### src/bbz_ram.sv
module bbz_ram #(
	parameter int WIDTH = 8,
	parameter int DEPTH = 16
) (
	input  logic                     clk,
	input  logic                     we,
	input  logic [$clog2(DEPTH)-1:0] waddr,
	input  logic [WIDTH-1:0]         wdata,
	input  logic                     re,
	input  logic [$clog2(DEPTH)-1:0] raddr,
	output logic [WIDTH-1:0]         rdata
);

	logic [WIDTH-1:0] mem [DEPTH];

	always_ff @(posedge clk) begin
		if (we) begin
			mem[waddr] <= wdata;
		end
		if (re) begin
			rdata <= mem[raddr];
		end
	end

endmodule

### config.mk
export PLATFORM = sky130hd
export DESIGN_NAME = bbz_ram
export DESIGN_NICKNAME = d
export VERILOG_FILES = /design/src/bbz_ram.sv
export SDC_FILE = /design/constraint.sdc
export NUM_CORES = 1
export LEC_CHECK = 0
export BUFFER_PORTS_ARGS = -buffer_cell sky130_fd_sc_hd__clkbuf_2
export CORE_UTILIZATION = 60
export CTS_CLUSTER_SIZE = 30
export DETAILED_ROUTE_END_ITERATION = 10
export GPL_TIMING_DRIVEN = 0
export PLACE_DENSITY = 0.78
export SLEW_MARGIN = 20
export SYNTH_ARGS = -nofsm -noshare
export SYNTH_HDL_FRONTEND = slang
export SYNTH_SLANG_ARGS = --single-unit
### constraint.sdc
create_clock -name clk -period 2.45 [get_ports clk]
set_input_delay 0.49 -clock clk [delete_from_list [all_inputs] [get_ports clk]]
set_output_delay 0.49 -clock clk [all_outputs]
set_load 0.02 [all_outputs]
==> metrics.txt <==
outcome complete, no violations; Clock Sinks 136; H-tree depth 4; Adder-Cell Fraction of Synth Area 0; Die Area 9090 um^2; Final Hold Viols 0; Syn Area/Cell 22.83 um^2; Cells after Synth 229; first-pass GRT wire length 14.97 mm; Area Growth Syn to Fin 16.73%; leakage 0.002050 uW; total power 5442 uW; initial antenna violation count 0; global placer's final weighted congestion 0.7111; Die W 95.34 um; Worst Path Max Fanout 8; mapped cell area 5228 um^2; clk_lat worst skew 0.51 ns; Yosys Warn Count 0; max cap viols 0; HPWL after DPL 6.128 mm; Pins Over Slew Limit 0; GR Overflow Total 0; reg2reg path depth 3; number of global-route vias before repair 2475; Crit. End Element register; Clk pin slew, worst setup/hold paths 0.06 ns; Setup Buffers After CTS 0; met3 Use GR 0.06699; router iterations before antenna repair 4; pwr dens 891.8 nW/um^2; WL final 10.18 mm; met2 Use GR 0.3952; Max Buffers Root-to-Sink 2; nets 292; Initial DRC Count 291; Worst EP required 2.59 ns; fin worst setup slack 0.7958 ns; Synth Area in XOR/XNOR 0; worst reg2reg endpoint rdata[0]$_DFFE_PP_; commonest non-fill, non-tap cell in the layout edfxtp_1; GR peak layer met2; worst r2r src mem[4][0]$_DFFE_PP_; CP delay by family, top simple AND/OR/NAND/NOR gates; peak supply drop 0.5613 mV; Hold Path End rdata[6]$_DFFE_PP_; DP Worst Slack 0.3266 ns; mux cell area share after synthesis 0.1479; DRC 0; Final period util 0.6752; largest family of logic cells by synthesized area multiplexers; DIE HEIGHT 95.34 um; number of distinct library cells after synthesis 18; Rows 33; HP Class primary input to register; all-layer global routing usage 0.2518; worst slew pin tran 0.8162 ns; hold path startpoint re; number of synthesized register bits 136; Port Buffer Count 25; clock skew 0.004623 ns; met1 usage 0.3507; syn_nets 248; CP cell instances clkbuf_2 > or3b_2 > nor2_1; register area share after synthesis 0.7812; vias per inst 6.438; Worst slew margin 0.4539; area of the core 8341 um^2; DR WL/cell 26.10 um; most frequent cells in the layout edfxtp_1, clkbuf_2, mux4_2; Design Area, Final 6102 um^2; Final setup violation count 0; simple-gate area share of the yosys netlist 0.03135; # diodes 0; post-cts gate resize count 0; placed cell count 359; Critical path buffers and inverters 1; crit-path max cell delay 0.65 ns; via count 2511; Ports 27; Initial Util 0.6268; Final ANT Viol Nets 0; RSZ-0062 raised after global routing no; Highest Clock Rate 604.5 MHz; final cell count without fillers 390; Hold Path Stages 1; R2R setup slack 0.81 ns; CP startpoint kind primary input; largest net degree at the start of global routing 17; Synth Area in Compound Gates 0.02298; Slowest-stage cell, CP nor2_1; hold_buf cts 0; layout cells sized above 1 0.3088; Final min period 1.654 ns; CTS tree done; DP Area 5504 um^2; kind of critical path primary input to register; Critical Path AT 1.79 ns; total CTS buffers 17; root buffer cell clkbuf_8
-- worst register-to-register path, cell delays in order, from the launching register on --
cell,delay (ns)
edfxtp_1,0.37
mux4_1,0.55
a22oi_1,0.31
nand2_1,0.14
-- cell type report --
type	count	area, um^2
Buffer	10	86.33
Clock buffer	18	417.9
Clock inverter	13	180.2
Fill cell	463	2238
Multi-Input combinational cell	83	1077
Sequential cell	136	4084
Tap cell	105	131.4
Timing Repair Buffer	25	125.1
-- synth_stat cells --
library cell	count	area (um^2)
mux4_2	18	405.4
nand2b_1	2	12.51
edfxtp_1	136	4084
and2b_1	1	7.510
buf_6	3	33.78
nand3_1	1	5.000
mux4_1	14	367.9
nor3_1	4	20.02
clkdlybuf4s25_2	3	30.03
a22oi_1	16	120.1
nand2_1	9	33.78
nor2b_1	1	6.260
or3b_2	1	8.760
buf_4	1	7.510
and2_1	1	6.260
nand3b_1	2	15.01
nor2_1	13	48.80
buf_2	3	15.01
-- routing by layer --
layer  vias up  wire length, um
met4         0              197
li1       1069                -
met3        18              690
met1      1301             4258
met2       123             5033
met5         -                0
-- registers in the layout, summed over array words and instances, names as in the netlist --
register / flops
rdata: 8
mem: 128
-- kinds of logic after synthesis --
| group | Yosys count |
|---|---|
| buffers and inverters | 10 |
| AO/OA/AOI/OAI | 16 |
| AND/OR/NAND/NOR | 35 |
| flip-flops | 136 |
| multiplexers | 32 |
-- per-stage QoR --
step | TNS, ns | hold slack [ns] | utilization
2_1_floorplan | 0 | 0.5889 | -
3_3_place_gp | -0.3736 | 0.7322 | 0.6575
3_5_place_dp | 0 | 0.7511 | 0.6599
4_1_cts | 0 | 0.3353 | 0.7316
5_1_grt | 0 | 0.3474 | 0.7316
6_report | 0 | 0.3413 | 0.7316
-- power breakdown --
part | internal [uW] | switching (uW) | total, uW
logic | 101 | 159 | 260
registers | 2620 | 13.8 | 2640
clock network | 1640 | 906 | 2550
total | 4360 | 1080 | 5440
-- worst max-delay path by stage --
stage	endpoint	cells after the start	slack, ns	from
after floorplan	mem[0][0]$_DFFE_PP_	2	0.47	waddr[2]
after global placement	mem[0][7]$_DFFE_PP_	3	-0.05	waddr[2]
after detailed placement	mem[1][7]$_DFFE_PP_	3	0.33	waddr[2]
after CTS	rdata[0]$_DFFE_PP_	3	0.81	mem[5][0]$_DFFE_PP_
after global routing	mem[1][5]$_DFFE_PP_	3	0.77	waddr[2]
final	mem[1][0]$_DFFE_PP_	3	0.80	waddr[2]
Power figures use the tool's default switching activity.
