## config.mk

```make
export PLATFORM = sky130hd
export DESIGN_NAME = bbz_fifo
export DESIGN_NICKNAME = d
export VERILOG_FILES = /design/src/bbz_fifo.sv
export SDC_FILE = /design/constraint.sdc
export NUM_CORES = 1
export LEC_CHECK = 0
export BUFFER_PORTS_ARGS = -buffer_cell sky130_fd_sc_hd__buf_2
export CELL_PAD_IN_SITES_DETAIL_PLACEMENT = 1
export CELL_PAD_IN_SITES_GLOBAL_PLACEMENT = 1
export CORE_ASPECT_RATIO = 1.1
export CORE_MARGIN = 4
export CORE_UTILIZATION = 38
export CTS_BUF_LIST = sky130_fd_sc_hd__clkbuf_2 sky130_fd_sc_hd__clkbuf_4 sky130_fd_sc_hd__clkbuf_8
export CTS_CLUSTER_SIZE = 30
export DETAILED_ROUTE_END_ITERATION = 6
export HOLD_SLACK_MARGIN = 0.1
export PLACE_DENSITY_LB_ADDON = 0.1
export SETUP_SLACK_MARGIN = 0.5
export SYNTH_ARGS = -nofsm -noshare
export SYNTH_HDL_FRONTEND = slang
export SYNTH_SLANG_ARGS = --single-unit
```

## constraint.sdc

```tcl
create_clock -name clk -period 1.1 [get_ports clk]
set_input_delay 0.11 -clock clk [delete_from_list [all_inputs] [get_ports clk]]
set_output_delay 0.11 -clock clk [all_outputs]
set_load 0.01 [all_outputs]
```

## src/bbz_fifo.sv

```systemverilog
module bbz_fifo #(
	parameter int WIDTH = 8,
	parameter int DEPTH = 2
) (
	input  logic             clk,
	input  logic             arst_n,
	input  logic             flush,
	input  logic             push,
	input  logic [WIDTH-1:0] wdata,
	input  logic             pop,
	output logic [WIDTH-1:0] rdata,
	output logic             full,
	output logic             empty
);

	localparam int PTR_W = (DEPTH > 1) ? $clog2(DEPTH) : 1;
	localparam int CNT_W = $clog2(DEPTH + 1);

	logic [WIDTH-1:0] slot_q [DEPTH];
	logic [PTR_W-1:0] wr_ptr_q;
	logic [PTR_W-1:0] rd_ptr_q;
	logic [CNT_W-1:0] count_q;

	assign full  = (count_q == CNT_W'(DEPTH));
	assign empty = (count_q == '0);
	assign rdata = slot_q[rd_ptr_q];

	always_ff @(posedge clk or negedge arst_n) begin
		if (!arst_n) begin
			wr_ptr_q <= '0;
			rd_ptr_q <= '0;
			count_q  <= '0;
		end else if (flush) begin
			wr_ptr_q <= '0;
			rd_ptr_q <= '0;
			count_q  <= '0;
		end else begin
			if (push) begin
				wr_ptr_q <= (wr_ptr_q == PTR_W'(DEPTH - 1)) ? '0 : wr_ptr_q + 1'b1;
			end
			if (pop) begin
				rd_ptr_q <= (rd_ptr_q == PTR_W'(DEPTH - 1)) ? '0 : rd_ptr_q + 1'b1;
			end
			if (push && !pop) begin
				count_q <= count_q + 1'b1;
			end else if (pop && !push) begin
				count_q <= count_q - 1'b1;
			end
		end
	end

	always_ff @(posedge clk) begin
		if (push) begin
			slot_q[wr_ptr_q] <= wdata;
		end
	end

endmodule

```

==> metrics <==
# setup viols final=9; PwrDens=1406 mW/mm2; Synth cell types=15; WL met2=between 800 and 900 um; Final Cycle Share=125.7%; Final ANT Viol Nets=0; Hold Buf Count CTS=1; violated checks=negative hold slack, negative setup slack; Synthesized Nets=58; P&R area growth vs syn=48.24%; Clock Tree Root=clkbuf_4; Top Layer Used=met4; Max Transition Viols Final=0; YS warnings=0; post-route cell area=0.001161 mm2; htree depth=1; routability cong.=~0.64; Worst-path clk slew=110 ps; # rows=16; max cap viols=0; Cell Area, Placed=around 980 um2; Seq/Total Area, Yosys=74.12%; wire length per cell=14.50 um; Num CTS Buffers=3; # fillers=about 180; Clock Path Buffers=2; CP Capture Type=output pin; status=finished with violations; RSZ-0062 raised after global routing=yes; GR Util All Layers=11.59%; final worst path period need=1382 ps; f_max=723.5 MHz; Combinational Power Share=23.6%; Synth Area per Inst=~17 um2; die area=0.002852 mm2; IO Count=23; FF+latch count, synth=20; Worst-Margin Slew=276.2 ps; startpoint types=flip-flop; ant diodes=0; Worst Path Arrival=1270 ps; first-pass GRT wire length=2.484 mm; Buffers on Ports=22; Die Span Y=55.62 um; Slew HR=81.55%; DRT Pass-1 Iters=4; vias in the first global route=529; detailed placement HPWL=1.044 mm; Syn Inst Count=45; DRT Wirelength=1.523 mm; Peak supply drop=between 700 and 800 uV; worst skew pair latency=about 290 ps; core box area=0.001862 mm2; Switch Pwr=approximately 0.39 mW; die width=~51 um; largest net degree at the start of global routing=12; initial antenna violation count=0; CTS tree=yes; CP most frequent cell=buf_6; Final Skew=6.045 ps; vias=476; required time of the critical path=990 ps; P_leak=0.4882 nW; drt initial violations=1; minimum hold slack=-1.989 ps; met3 wire len=58 um; kind of critical path=flip-flop to output pin; sw frac=24.01%; share of cells above drive strength 1=64.10%; clock sinks=20; worst path cell trace=buf_6 > mux2_4 > buf_6; Initial Utilization=42.07%; grt total ovfl=0; Design Power=1.633 mW; setup ws final=-282.2 ps; Netlist Area Pre-Place=783.3 um2; Internal=1.241 mW; final hold violations=2; Reg power frac=approximately 55%; worst-path fanout max=5; fin util=62.37%; Remaining DRCs=0; Clk network pwr share=between 20% and 30%; vias per cell=4.533; met1 wire length=582 um; worst min path class=input port to flip-flop; final net count=92; Crit-path slowest cell=dfrtp_1; slowest stage delay, CP=420 ps
## per-stage QoR
step                      worst slack [ps]  TNS, ps  cells
after floorplan                      167.1        0     45
after global placement               48.68        0     95
after detailed placement             29.11        0     95
after CTS                           -296.2    -2323    104
after global routing                -332.9    -2789    105
final                               -282.2    -2281    105
## worst max-delay path: cells and delay by family, from the launching register on
kind	cells	cell delay (ps)
flops	1	420
buf+inv	2	260
mux	1	300
## synthesized netlist by cell type
| cell | n | share of area, % |
|---|---|---|
| nor3_1 | 1 | 0.64 |
| xnor2_1 | 3 | 3.4 |
| nor3b_2 | 1 | 1.6 |
| dfrtp_1 | 4 | 13 |
| buf_2 | 1 | 0.64 |
| and2_1 | 1 | 0.80 |
| nor2b_1 | 2 | 1.6 |
| edfxtp_1 | 16 | 61 |
| nor3b_1 | 1 | 0.96 |
| o21ai_0 | 1 | 0.64 |
| nor2_1 | 4 | 1.9 |
| mux2_2 | 5 | 7.2 |
| xor2_1 | 1 | 1.1 |
| and3b_1 | 1 | 1.1 |
| mux2_1 | 3 | 4.3 |
## cell type report
class | count | area (um2) | area share [%]
timing repair buffer | 30 | 241.5 | 20.80
tap | 27 | 33.78 | 2.909
clock inverter | 1 | 3.754 | 0.3233
multi-input combinational | 24 | 277.8 | 23.92
sequential | 20 | 581.8 | 50.11
clock buffer | 3 | 22.52 | 1.940
## sequential cells by signal, indices dropped and copies added (netlist names)
name      flops
wr_ptr_q      1
slot_q       16
count_q       2
rd_ptr_q      1
## what timing repair did
action                                 in CTS  in global routing
setup buffers                               4                  1
endpoints found under the hold margin      24                 20
setup endpoints to repair                  30                 30
gates resized for setup                    16                  6
pin swaps                                   4                  2
## logic make-up after synthesis
logic type | Yosys count | share of synthesized area (%)
DFF | 20 | 74.12
and+or+nand+nor | 11 | 8.626
muxes | 8 | 11.50
xor gates and xnor gates | 4 | 4.474
AOI/OAI and AO/OA | 1 | 0.6384
buffers and inverters | 1 | 0.6384
## layer usage
| layer | track usage (%) | up-vias |
|---|---|---|
| met4 | 3.371 | 0 |
| met2 | 20.81 | 14 |
| met3 | 2.949 | 2 |
| met1 | 13.26 | 231 |
| li1 | - | 229 |
| met5 | 0 | - |
## power by group through the flow
stage	combinational [mW]	clock (mW)	sequential (mW)
after floorplan	0.165	0	0.914
after global placement	0.253	0	0.920
after detailed placement	0.260	0	0.922
after CTS	0.360	0.359	0.904
after global routing	0.415	0.390	0.911
final	0.386	0.343	0.904
## worst paths after layout
path / startpoint / slack (ps) / cells after the start / end
setup / recovery: rd_ptr_q$_DFFE_PN0P_ / -280 / 3 / rdata[6]
hold / removal: wdata[6] / -2 / 1 / slot_q[1][6]$_DFFE_PP_
setup reg to reg: count_q[0]$_DFFE_PN0P_ / 20 / 4 / count_q[1]$_DFFE_PN0P_
hold reg to reg: count_q[1]$_DFFE_PN0P_ / 720 / 3 / count_q[1]$_DFFE_PN0P_
max in group asynchronous: arst_n / 810 / 2 / count_q[0]$_DFFE_PN0P_
min in group asynchronous: arst_n / 150 / 2 / count_q[0]$_DFFE_PN0P_
## cells in the final DEF (no fill, tap or decap), types with 2 or more instances in the layout
cell and n:
buf_2 14, clkbuf_4 3, edfxtp_1 16, dfrtp_1 3, xnor2_2 2, mux2_4 8
nor2_1 4, buf_4 2, buf_6 13
Note: power is estimated with default switching activity, not from simulation.
